`src/hw/rtl/assert_macros.svh`:
```
// Assertion macros shared by the RTL files.
`ifndef ASSERT_MACROS_SVH
`define ASSERT_MACROS_SVH
// Implication checked at every rising clock edge outside reset.
`define ASRT_IMP(label, clk, rst_n, ante, cons) \
    label: assert property (@(posedge clk) disable iff (!rst_n) (ante) |-> (cons)) \
        else $error("assertion failed");
// Next-cycle implication checked outside reset.
`define ASRT_NXT(label, clk, rst_n, ante, cons) \
    label: assert property (@(posedge clk) disable iff (!rst_n) (ante) |=> (cons)) \
        else $error("assertion failed");
`endif

```
`src/hw/rtl/segy_pkg.sv`:
```
// Package with types and constants of the sample converter.
package segy_pkg;
    localparam logic [2:0] FMT_IBM  = 3'd1;
    localparam logic [2:0] FMT_INT4 = 3'd2;
    localparam logic [2:0] FMT_INT2 = 3'd3;
    localparam logic [2:0] FMT_IEEE = 3'd5;
    localparam logic [31:0] MAX_FINITE = 32'h7F7F_FFFF;

    // Kind of conversion carried down the pipeline.
    typedef enum logic [1:0] {
        K_IBM  = 2'd0,
        K_INT  = 2'd1,
        K_PASS = 2'd2,
        K_ERR  = 2'd3
    } t_kind;

    // Stage-1 to stage-2 payload: kind, sign, magnitude, IBM exponent field and last flag.
    typedef struct packed {
        t_kind       kind;
        logic        sign;
        logic [31:0] mag;
        logic [6:0]  ibm_exp;
        logic        last;
    } t_s1;
endpackage

```
`src/hw/rtl/segy_norm.sv`:
```
// Leading-zero count and normalizing shift stage of the converter.
module segy_norm (
    input  logic        i_clk,
    input  logic        i_rst_n,
    input  logic        i_en,
    input  logic        i_vld,
    input  logic [31:0] i_mag,
    output logic        o_vld,
    output logic [31:0] o_norm,
    output logic [4:0]  o_lz,
    output logic        o_zero
);
    logic [4:0]  n_lz;
    logic [31:0] r_norm;
    logic [4:0]  r_lz;
    logic        r_zero;
    logic        r_vld;

    always_comb begin
        n_lz = 5'd0;
        for (int i = 0; i < 32; i++) begin
            if (i_mag[i]) n_lz = 5'(31 - i);
        end
    end

    always_ff @(posedge i_clk) begin
        if (!i_rst_n) begin
            r_vld <= 1'b0;
        end else if (i_en) begin
            r_vld <= i_vld;
        end
        if (i_en) begin
            r_norm <= i_mag << n_lz;
            r_lz   <= n_lz;
            r_zero <= (i_mag == 32'd0);
        end
    end

    assign o_vld  = r_vld;
    assign o_norm = r_norm;
    assign o_lz   = r_lz;
    assign o_zero = r_zero;

    `include "assert_macros.svh"
    `ASRT_IMP(a_norm_msb, i_clk, i_rst_n, r_vld && !r_zero, r_norm[31])
    `ASRT_IMP(a_zero_norm, i_clk, i_rst_n, r_vld && r_zero, r_norm == 32'd0)
    `ASRT_IMP(a_zero_lz, i_clk, i_rst_n, r_vld && r_zero, r_lz == 5'd0)
endmodule

```
`src/hw/rtl/segy_sample_to_ieee_float_top.sv`:
```
// Top level of the seismic sample to IEEE-754 single converter.
// Usage: sample words enter on the s_axis channel (tdata = raw_sample,
// tlast = last_of_trace) and converted words leave on m_axis (tdata =
// ieee_bits, tlast = last_out, tuser = format_error). The sample code is
// written through i_cfg_we/i_cfg_wdata while the block is idle; it is
// sampled as each request enters.
// The pipeline has three register stages: format decode and sign split,
// leading-zero normalize, and exponent, rounding and special cases feeding
// the output register.
// A request accepted on s_axis passes the stage-1, normalize and output
// registers in that order before it shows on m_axis_tvalid. One request can
// enter every cycle while the output register is free or being taken.
// When the receiver stalls, the whole pipeline holds, and s_axis_tready
// drops only if the output register is full and not taken, so nothing is
// lost or repeated. Reset clears all valid bits and sets the code to IBM
// hexadecimal float.
module segy_sample_to_ieee_float_top (
    input  logic        i_clk,
    input  logic        i_rst_n,
    input  logic        i_cfg_we,
    input  logic [2:0]  i_cfg_wdata,
    input  logic        s_axis_tvalid,
    output logic        s_axis_tready,
    input  logic [31:0] s_axis_tdata,   // raw_sample [31:0]
    input  logic        s_axis_tlast,
    output logic        m_axis_tvalid,
    input  logic        m_axis_tready,
    output logic [31:0] m_axis_tdata,   // ieee_bits [31:0]
    output logic        m_axis_tlast,
    output logic        m_axis_tuser    // format_error [0]
);
    logic [2:0] r_fmt;
    logic       w_en;

    // The pipeline advances whenever the output slot is free or being taken.
    assign w_en = !m_axis_tvalid || m_axis_tready;
    assign s_axis_tready = w_en;

    always_ff @(posedge i_clk) begin
        if (!i_rst_n) begin
            r_fmt <= segy_pkg::FMT_IBM;
        end else if (i_cfg_we) begin
            r_fmt <= i_cfg_wdata;
        end
    end

    // Stage 1: decode the format and form sign and magnitude.
    segy_pkg::t_s1 n_s1, r_s1;
    logic          r_v1;
    logic [31:0]   w_x;
    logic [31:0]   w_h;

    always_comb begin
        w_x = s_axis_tdata;
        w_h = {{16{w_x[15]}}, w_x[15:0]};
        n_s1.last    = s_axis_tlast;
        n_s1.ibm_exp = w_x[30:24];
        n_s1.sign    = 1'b0;
        n_s1.mag     = 32'd0;
        n_s1.kind    = segy_pkg::K_ERR;
        case (r_fmt)
            segy_pkg::FMT_IBM: begin
                n_s1.kind = segy_pkg::K_IBM;
                n_s1.sign = w_x[31];
                n_s1.mag  = {8'd0, w_x[23:0]};
            end
            segy_pkg::FMT_INT4: begin
                n_s1.kind = segy_pkg::K_INT;
                n_s1.sign = w_x[31];
                n_s1.mag  = w_x[31] ? (~w_x + 32'd1) : w_x;
            end
            segy_pkg::FMT_INT2: begin
                n_s1.kind = segy_pkg::K_INT;
                n_s1.sign = w_h[31];
                n_s1.mag  = w_h[31] ? (~w_h + 32'd1) : w_h;
            end
            segy_pkg::FMT_IEEE: begin
                n_s1.kind = segy_pkg::K_PASS;
                n_s1.mag  = w_x;
            end
            default: begin
                n_s1.kind = segy_pkg::K_ERR;
            end
        endcase
    end

    always_ff @(posedge i_clk) begin
        if (!i_rst_n) begin
            r_v1 <= 1'b0;
        end else if (w_en) begin
            r_v1 <= s_axis_tvalid;
        end
        if (w_en) r_s1 <= n_s1;
    end

    // Stage 2: normalize; side fields ride alongside.
    logic          w_v2;
    logic [31:0]   w_norm;
    logic [4:0]    w_lz;
    logic          w_zero;
    segy_pkg::t_s1 r_s2;

    segy_norm u_norm (
        .i_clk  (i_clk),
        .i_rst_n(i_rst_n),
        .i_en   (w_en),
        .i_vld  (r_v1),
        .i_mag  (r_s1.mag),
        .o_vld  (w_v2),
        .o_norm (w_norm),
        .o_lz   (w_lz),
        .o_zero (w_zero)
    );

    always_ff @(posedge i_clk) begin
        if (w_en) r_s2 <= r_s1;
    end

    // Stage 3: exponent, rounding and special cases.
    logic [31:0] n_bits;
    logic        n_err;
    logic [9:0]  w_e;       // signed biased exponent for IBM
    logic [23:0] w_m;       // rounded mantissa with hidden bit
    logic        w_rnd;
    logic [24:0] w_ms;
    logic [7:0]  w_ie;

    always_comb begin
        // IBM: fraction MSB sits at bit 23 of mag, i.e. lz >= 8.
        w_e = 10'({3'd0, r_s2.ibm_exp}) * 10'd4 - 10'd256 - 10'd1 + 10'd127 + 10'd8
              - 10'({5'd0, w_lz});
        w_rnd = w_norm[7] && (w_norm[6:0] != 7'd0 || w_norm[8]);
        w_ms  = {1'b0, w_norm[31:8]} + 25'(w_rnd);
        w_ie  = 8'd158 - 8'({3'd0, w_lz}) + 8'(w_ms[24]);
        w_m   = w_ms[24] ? w_ms[24:1] : w_ms[23:0];
        n_err  = 1'b0;
        n_bits = 32'd0;
        case (r_s2.kind)
            segy_pkg::K_IBM: begin
                if (w_zero) n_bits = 32'd0;
                else if (!w_e[9] && w_e >= 10'd255)
                    n_bits = {r_s2.sign, segy_pkg::MAX_FINITE[30:0]};
                else if (w_e[9] || w_e == 10'd0) n_bits = {r_s2.sign, 31'd0};
                else n_bits = {r_s2.sign, w_e[7:0], w_norm[30:8]};
            end
            segy_pkg::K_INT: begin
                if (w_zero) n_bits = 32'd0;
                else n_bits = {r_s2.sign, w_ie, w_m[22:0]};
            end
            segy_pkg::K_PASS: n_bits = r_s2.mag;
            default: n_err = 1'b1;
        endcase
    end

    logic [31:0] r_bits;
    logic        r_err, r_last, r_v4;

    always_ff @(posedge i_clk) begin
        if (!i_rst_n) begin
            r_v4 <= 1'b0;
        end else if (w_en) begin
            r_v4 <= w_v2;
        end
        if (w_en) begin
            r_bits <= n_bits;
            r_err  <= n_err;
            r_last <= r_s2.last;
        end
    end

    assign m_axis_tvalid = r_v4;
    assign m_axis_tdata  = r_bits;
    assign m_axis_tlast  = r_last;
    assign m_axis_tuser  = r_err;

    `include "assert_macros.svh"
    `ASRT_IMP(a_err_zero, i_clk, i_rst_n, r_v4 && r_err, r_bits == 32'd0)
    `ASRT_NXT(a_hold, i_clk, i_rst_n, r_v4 && !m_axis_tready,
              r_v4 && $stable(r_bits) && $stable(r_last))
    `ASRT_NXT(a_advance, i_clk, i_rst_n, w_en && w_v2, r_v4)
endmodule
```
`config.mk`:
```
export PLATFORM = sky130hd
export DESIGN_NAME = segy_sample_to_ieee_float_top
export DESIGN_NICKNAME = d
export VERILOG_FILES = /design/src/hw/rtl/segy_pkg.sv /design/src/hw/rtl/segy_norm.sv /design/src/hw/rtl/segy_sample_to_ieee_float_top.sv
export VERILOG_INCLUDE_DIRS = /design/src /design/src/hw/rtl
export SDC_FILE = /design/constraint.sdc
export NUM_CORES = 1
export LEC_CHECK = 0
export BUFFER_PORTS_ARGS = -buffer_cell sky130_fd_sc_hd__buf_2
export CAP_MARGIN = 20
export CORE_ASPECT_RATIO = 1.75
export CORE_UTILIZATION = 40
export CTS_BUF_LIST = sky130_fd_sc_hd__clkbuf_4 sky130_fd_sc_hd__clkbuf_8 sky130_fd_sc_hd__clkbuf_16
export DETAILED_ROUTE_END_ITERATION = 16
export GPL_ROUTABILITY_DRIVEN = 0
export MAX_ROUTING_LAYER = met4
export SYNTH_ARGS = -nofsm -noshare
export SYNTH_HDL_FRONTEND = slang
export SYNTH_SLANG_ARGS = --single-unit
```
`constraint.sdc`:
```
create_clock -name i_clk -period 7.2 [get_ports i_clk]
set_clock_uncertainty 0.2 [all_clocks]
set_input_delay 1.44 -clock i_clk [delete_from_list [all_inputs] [get_ports i_clk]]
set_output_delay 1.44 -clock i_clk [all_outputs]
set_load 0.005 [all_outputs]
```
==> results of run 1 <==
-- worst max-delay path, stage by stage (launching register included) --
cell	delay, ns
edfxtp_1	0.46
ha_1	0.31
inv_1	0.06
fa_1	0.43
a21o_1	0.18
a21oi_1	0.21
o21bai_1	0.10
a21oi_1	0.27
xor2_1	0.28
nand4_1	0.56
and2_1	0.59
a211o_1	0.37
-- cell usage after synthesis, drive strengths merged, types with 5 or more instances --
cell type    n
nor4        13
xor2         9
nand2       83
buf         10
a22oi       10
o21ai       86
mux4         7
o31ai       15
nor2        75
or2          7
or3         15
a221o        5
clkbuf      43
nand4       11
o211ai      20
or4          8
and2         9
nand3       32
nor3        26
o21bai       6
edfxtp     158
mux2i       41
nand2b       7
inv         48
nor2b       13
a211o       13
xnor2       14
o22ai        5
ha          18
dfxtp        6
a21oi       47
a211oi      25
and3         8
-- cell type report --
class                   count  area (um2)  share of cell area [%]
clock inverters            13         173                    1.55
inverters                  49         189                    1.70
clock buffers              19         440                    3.96
multi-input cells         701        4600                    41.4
repair buffers             87         475                    4.27
flip-flops and latches    164        4860                    43.7
well taps                 308         385                    3.46
-- power breakdown --
| group | switching (mW) | internal, mW | total [mW] | leakage (nW) |
|---|---|---|---|---|
| sequential | 0.174 | 1.33 | 1.50 | 1.80 |
| combinational | 0.617 | 0.438 | 1.05 | 2.21 |
| clock | 0.381 | 0.560 | 0.940 | 0.294 |
-- stage by stage --
| step | total power, mW | hold slack, ns | cells | setup WS (ns) | cell area [um2] |
|---|---|---|---|---|---|
| final | 3.49 | 0.218 | 1341 | 2.90 | 11100 |
| after global routing | 3.68 | 0.241 | 1341 | 2.70 | 11100 |
| after global placement | 2.55 | 0.202 | 1308 | 2.65 | 10500 |
| after floorplan | 2.21 | 0.200 | 967 | 0.203 | 9870 |
| after CTS | 3.51 | 0.219 | 1340 | 2.89 | 11100 |
| after detailed placement | 2.56 | 0.205 | 1308 | 2.64 | 10500 |
-- logic make-up after synthesis --
| logic type | Yosys count | share of synthesized area [%] |
|---|---|---|
| and+or+nand+nor | 316 | 15.8 |
| AOI/OAI and AO/OA | 291 | 19.8 |
| DFF | 164 | 49.3 |
| buffers and inverters | 102 | 4.31 |
| muxes | 52 | 6.29 |
| xor gates and xnor gates | 23 | 2.04 |
| adders and majority gates | 19 | 2.48 |
-- layout by cell type (no fill, tap or decap), types with 11 or more instances in the layout --
| master | count |
|---|---|
| nor2_1 | 75 |
| a21oi_1 | 45 |
| nand2_1 | 83 |
| a211oi_1 | 25 |
| xnor2_1 | 14 |
| nand4_1 | 11 |
| o21ai_0 | 83 |
| or3_1 | 15 |
| ha_1 | 18 |
| o211ai_1 | 20 |
| buf_2 | 76 |
| nor3_1 | 25 |
| edfxtp_1 | 158 |
| clkbuf_16 | 17 |
| nor2b_1 | 12 |
| o31ai_1 | 14 |
| nand3_1 | 32 |
| inv_1 | 45 |
| mux2i_1 | 41 |
| a211o_1 | 13 |
| nor4_1 | 12 |
-- registers in the layout, summed over array words and instances, names as in the netlist --
name	count
u_norm.o_zero	1
m_axis_tuser	1
m_axis_tdata	32
u_norm.o_norm	32
m_axis_tvalid	1
u_norm.o_lz	5
u_norm.o_vld	1
r_fmt	3
m_axis_tlast	1
r_v1	1
r_s2	43
r_s1	43
-- routing by layer --
| layer | vias to the layer above | routed length [um] | global-route usage, % |
|---|---|---|---|
| met3 | 75 | 895 | 2.91 |
| li1 | 3827 | - | - |
| met1 | 3703 | 9470 | 21.8 |
| met2 | 259 | 13700 | 38.2 |
| met5 | - | 0 | - |
| met4 | 0 | 1170 | 12.4 |
-- final timing paths --
check	endpoint	slack, ns	cells past startpoint
worst min-delay path	r_s2[5]$_DFFE_PP_	0.22	0
worst max-delay path	m_axis_tdata[22]$_SDFFCE_PP0P_	2.90	11
worst max register to register	m_axis_tdata[22]$_SDFFCE_PP0P_	2.90	11
worst min register to register	r_s2[5]$_DFFE_PP_	0.22	0
==> summary.txt, run 1 <==
Status
  • Outcome: completed

Clock tree
  • Hold_buf cts: 0
  • Depth of the CTS H-tree: 4
  • Clock-pin slew on the worst setup and hold paths: 0.07 ns
  • Worst skew pair latency: 0.44 ns
  • CTS Buf Count: 17
  • Number of gates resized after cts: 0
  • Post-CTS setup buffers: 0
  • Clk sinks: 164
  • CTS tree: done
  • CTS Buffer Depth: 2
  • Root Driver: clkbuf_16

Timing
  • RSZ-0062 raised after global routing: false
  • Final Max Slew Viols: 0
  • Max Clock Freq: 233 MHz
  • Final setup TNS: 0 ns
  • Slew Limit Headroom: 32.7%
  • Period utilization: 59.7%
  • Final hold vios: 0
  • Final setup fails: 0
  • Shortest period the worst path allows: 4.30 ns
  • Tightest Pin Transition: 1.01 ns

Drt
  • Pre-antenna DRT Iters: 6
  • Routed Antenna Nets: 0
  • Vias post-DR: 7864
  • Via density: 5.86
  • Routed WL per cell: 18.8 um
  • DRC Markers: 0
  • Initial DRC Count: 564
  • WL final: 25.2 mm

Synth
  • Post-Synthesis Cell Area: 9870 um2
  • FF+latch count, synth: 164
  • Unique masters post-synth: 84
  • Dominant cells by area after synthesis: edfxtp_1 (48%), o21ai_0 (4.2%), mux2i_1 (4.2%)
  • Post-synth top area share: 48.1%
  • Largest area contributor in the netlist: edfxtp_1
  • Syn_nets: 1027
  • Post-Syn Instances: 967
  • Post-synth EDFFs: 158
  • Syn Area/Cell: 10.2 um2
  • Sequential area share after synthesis: 49.3%
  • Synth Flop Type: edfxtp_1
  • Yosys warns: 0
  • Asr flop ratio synth: 0%

Floorplan
  • Die width: 121 um
  • Initial Util: 40.9%
  • Site Rows: 75
  • Top Ports: 77
  • Area of the core: 24100 um2
  • Die ar.: 25300 um2
  • Die Ht: 210 um

Cells and area
  • Share of layout cells above drive strength 1: 14.4%
  • P&R area growth vs syn: 12.7%
  • Layout Nets: 1080
  • Diode count: 0
  • Fillers: 2275
  • Final core utilization: 46.2%

Placement
  • PortBufs: 76
  • DP HPWL: 19.1 mm

Critical path
  • Crit start category: register
  • CP endpoint kind: register
  • Crit Path Max Fanout: 12
  • WP data required: 7.18 ns
  • Critical Path AT: 4.27 ns
  • Crit Path Class: register to register
  • FF-to-FF Start: u_norm.o_lz[2]$_DFFE_PP_
  • Critical Path Start: u_norm.o_lz[2]$_DFFE_PP_

Global routing
  • First-pass GRT wire length: 40.2 mm
  • Largest net degree at the start of global routing: 90
  • Vias in the first global route: 7653
  • Total gr overflow: 0
  • Total Routing Usage GR: 21.3%
  • Antenna violations before repair: 1

Pwr
  • Max rail drop VDD: 0.000145 V
  • Power Density: 314 nW/um2
  • Static Leak: 4.30 nW

Job
  • MaxCap Viol Count: 0

Worst hold path
  • Hold Path Origin: r_s1[5]$_DFFE_PP_
  • HP Class: register to register
(Power assumes the default switching activity.)
==> inputs of run 2 (changes only) <==
--- a/config.mk
+++ b/config.mk
@@ -6,6 +6,7 @@
 export SDC_FILE = /design/constraint.sdc
 export NUM_CORES = 1
 export LEC_CHECK = 0
+export ABC_AREA = 1
 export BUFFER_PORTS_ARGS = -buffer_cell sky130_fd_sc_hd__buf_2
 export CAP_MARGIN = 20
 export CORE_ASPECT_RATIO = 1.75
==> constraint.sdc (replaced) <==
create_clock -name i_clk -period 3.8 [get_ports i_clk]
set_clock_uncertainty 0.2 [all_clocks]
set_input_delay 0.76 -clock i_clk [delete_from_list [all_inputs] [get_ports i_clk]]
set_output_delay 0.76 -clock i_clk [all_outputs]
set_load 0.005 [all_outputs]
==> summary.txt, run 2 <==
Status
  • Outcome: completed

Critical path
  • WP data required: 3.77 ns (-3.41 ns)
  • Crit path to: m_axis_tdata[14]$_SDFFCE_PP0P_
  • Critical Path Start: u_norm.o_lz[2]$_DFFE_PP_
  • Critical Path AT: 3.55 ns (-0.72 ns)
  • Worst R2R Path Depth: 15 (+4)
  • CP endpoint kind: register
  • R2R Setup Slk: 0.22 ns (-2.69 ns)
  • Crit start category: register
  • Crit Path Class: register to register
  • FF-to-FF Start: u_norm.o_lz[2]$_DFFE_PP_
  • RR Endpoint: m_axis_tdata[14]$_SDFFCE_PP0P_
  • Crit Path Max Fanout: 22 (+10)

Synth
  • Syn_nets: 1236 (+20%)
  • Post-synth top area share: 48.1% (+0.092 points)
  • Post-Syn Instances: 1176 (+22%)
  • Yosys warns: 0 (unchanged)
  • Asr flop ratio synth: 0% (unchanged)
  • Post-synth EDFFs: 158 (unchanged)
  • Sequential area share after synthesis: 49.4% (+0.094 points)
  • Largest area contributor in the netlist: edfxtp_1
  • FF+latch count, synth: 164 (unchanged)
  • Most instantiated library cell after synthesis: nand2_1
  • Dominant cells by area after synthesis: edfxtp_1 (48%), nand3_1 (10%), nand2_1 (10%)
  • Synth Flop Type: edfxtp_1
  • Syn Area/Cell: 8.38 um2 (-18%)
  • Unique masters post-synth: 52 (-38%)
  • Commonest cells post-synth: nand2_1 (269), nand3_1 (206), edfxtp_1 (158), inv_1 (128), nor2_1 (94)
  • Post-Synthesis Cell Area: 9850 um2 (-0.19%)

Floorplan
  • Die ar.: 25300 um2 (-0.19%)
  • Die width: 121 um (about the same)
  • Top Ports: 77 (unchanged)
  • Area of the core: 24100 um2 (unchanged)
  • Site Rows: 75 (unchanged)
  • Initial Util: 40.9% (-0.078 points)
  • Die Ht: 210 um (about the same)

Clock tree
  • CTS tree: done
  • CTS Buf Count: 17 (unchanged)
  • Worst skew pair latency: 0.45 ns (about the same)
  • Root Driver: clkbuf_16
  • Clk sinks: 164 (unchanged)
  • CTS Buffer Depth: 2 (unchanged)
  • Depth of the CTS H-tree: 4 (unchanged)
  • Hold_buf cts: 0 (unchanged)
  • Clock-pin slew on the worst setup and hold paths: 0.07 ns (about the same)

Pwr
  • Psw: 2.53 mW (+120%)
  • Clock share of power: 24.6% (-2.3 points)
  • Static Leak: 5.02 nW (+17%)
  • Switching share of total power: 36.8% (+3.3 points)
  • Internal Power: 4.34 mW (+87%)
  • Tot Pwr: 6.87 mW (+97%)
  • Power Density: 601 nW/um2 (+92%)
  • Sequential Power Share: 41.2% (-1.7 points)
  • Max rail drop VDD: 0.000316 V (+120%)
  • Comb pwr share: 34.2% (+4.0 points)

Cells and area
  • Share of layout cells above drive strength 1: 14.5% (+0.085 points)
  • P&R area growth vs syn: 16.0%
  • Most frequent cells in the layout: nand2_1 (268), nand3_1 (205), edfxtp_1 (158)
  • Most common cell after layout, fill and taps aside: nand2_1
  • Largest registers: r_s1 x43, r_s2 x43
  • Multi-input gate area: 4310 um2 (-6.3%)
  • Fin area: 11400 um2 (+2.7%)
  • Fillers: 2316 (+1.8%)
  • Layout Nets: 1329 (+23%)
  • FF/Latch Area: 4860 um2 (unchanged)
  • Diode count: 0 (unchanged)

Timing
  • Period utilization: 94.3% (+35 points)
  • Max Clock Freq: 279 MHz (+20%)
  • Final Max Slew Viols: 0 (unchanged)
  • Slew Limit Headroom: 38.6% (+5.9 points)
  • Final setup fails: 0 (unchanged)
  • Tightest Pin Transition: 0.921 ns (-0.0851 ns)
  • Shortest period the worst path allows: 3.58 ns (-0.712 ns)
  • Final hold vios: 0 (unchanged)
  • Final hold slack: 0.221 ns (+0.00287 ns)

Job
  • MaxCap Viol Count: 0 (unchanged)

Global routing
  • Largest net degree at the start of global routing: 161 (+79%)
  • Total gr overflow: 0 (unchanged)
  • Total Routing Usage GR: 21.6% (+0.30 points)
  • First-pass GRT wire length: 40.5 mm (+0.64%)
  • Vias in the first global route: 8287 (+8.3%)
  • Antenna violations before repair: 0 (-1)

Placement
  • Cell Area, Placed: 10800 um2 (+2.7%)
  • PortBufs: 76 (unchanged)
  • DP HPWL: 19.6 mm (+2.2%)

Drt
  • Vias post-DR: 8583 (+9.1%)
  • DRC Markers: 0 (unchanged)
  • WL final: 25.6 mm (+1.5%)
  • Routed WL per cell: 16.1 um (-14%)
  • Initial DRC Count: 597 (+5.9%)
  • Routed Antenna Nets: 0 (unchanged)
  • Pre-antenna DRT Iters: 6 (unchanged)
  • Via density: 5.40 (-7.9%)

Worst hold path
  • HP Class: register to register
==> run 2: cell count changes after synthesis, moves of 14 or more <==
| cell | change |
|---|---|
| inv_1 | +83 |
| nand2_1 | +186 |
| or3_1 | -14 |
| o21ai_0 | -54 |
| a211oi_1 | -25 |
| clkbuf_1 | -18 |
| nor2_1 | +19 |
| mux2i_1 | -41 |
| nand3_1 | +174 |
==> run 2: layout make-up <==
| class | instances | area share, % |
|---|---|---|
| clock inverter | 14 | 1.23 |
| inverter | 138 | 4.56 |
| clock buffer | 18 | 3.79 |
| sequential | 164 | 42.6 |
| tap | 308 | 3.37 |
| multi-input combinational | 831 | 37.7 |
| timing repair buffer | 117 | 6.75 |
==> run 2: power groups by stage <==
stage	sequential [mW]	clock, mW	combinational (mW)
global route	2.88	1.79	2.65
floorplan	2.80	0	1.58
global placement	2.86	0	2.27
finish	2.83	1.69	2.35
detailed placement	2.87	0	2.28
CTS	2.83	1.73	2.30
==> run 2: metrics by stage <==
step	utilization [%]	setup TNS [ns]	instances	setup slack (ns)
floorplan	-	-8.72	1176	-0.0552
global placement	44.7	0	1556	0.0527
detailed placement	44.7	0	1556	0.0207
CTS	47.1	0	1588	0.134
global route	47.4	-0.100	1590	-0.0230
finish	47.4	0	1590	0.216
==> run 2: kinds of logic after synthesis <==
logic type,after synthesis,synth area share (%)
AOI/OAI and AO/OA,147,9.38
DFF,164,49.4
adders and majority gates,19,2.49
buffers and inverters,181,7.38
xor gates and xnor gates,25,2.22
and+or+nand+nor,640,29.2
==> run 2: layer usage <==
metal,wire length (um),up-vias,track usage (%)
met5,0,-,-
met3,913,102,3.48
li1,-,4274,-
met1,9580,3951,21.4
met2,13500,256,38.6
met4,1590,0,13.6
==> run 2: critical path: stages (launching register included) <==
cell	delay [ns]
edfxtp_1	0.44
ha_1	0.30
inv_1	0.06
fa_1	0.42
a21oi_1	0.14
o21ai_0	0.14
a21oi_1	0.16
inv_1	0.06
a21oi_2	0.15
xor2_1	0.24
nand4_1	0.14
o41ai_2	0.33
nor2_1	0.13
buf_6	0.19
nand2_1	0.07
o2111ai_1	0.11
==> run 2: how the worst min path moves through the flow <==
stage          depth (start not counted)              start  slack (ns)                endpoint
4_1_cts                                0  r_s1[6]$_DFFE_PP_        0.22       r_s2[6]$_DFFE_PP_
3_3_place_gp                           0  r_s2[0]$_DFFE_PP_        0.20  m_axis_tlast$_DFFE_PP_
2_1_floorplan                          0  r_s2[0]$_DFFE_PP_        0.20  m_axis_tlast$_DFFE_PP_
3_5_place_dp                           0  r_s1[6]$_DFFE_PP_        0.21       r_s2[6]$_DFFE_PP_
6_report                               0  r_s1[6]$_DFFE_PP_        0.22       r_s2[6]$_DFFE_PP_
5_1_grt                                0  r_s1[6]$_DFFE_PP_        0.22       r_s2[6]$_DFFE_PP_
==> run 2: repair_timing <==
item                                    4_1_cts  5_1_grt
buffers inserted                              0        1
endpoints found under the hold margin         0        0
gates resized for setup                       0        8
endpoints found under the setup margin        0       38
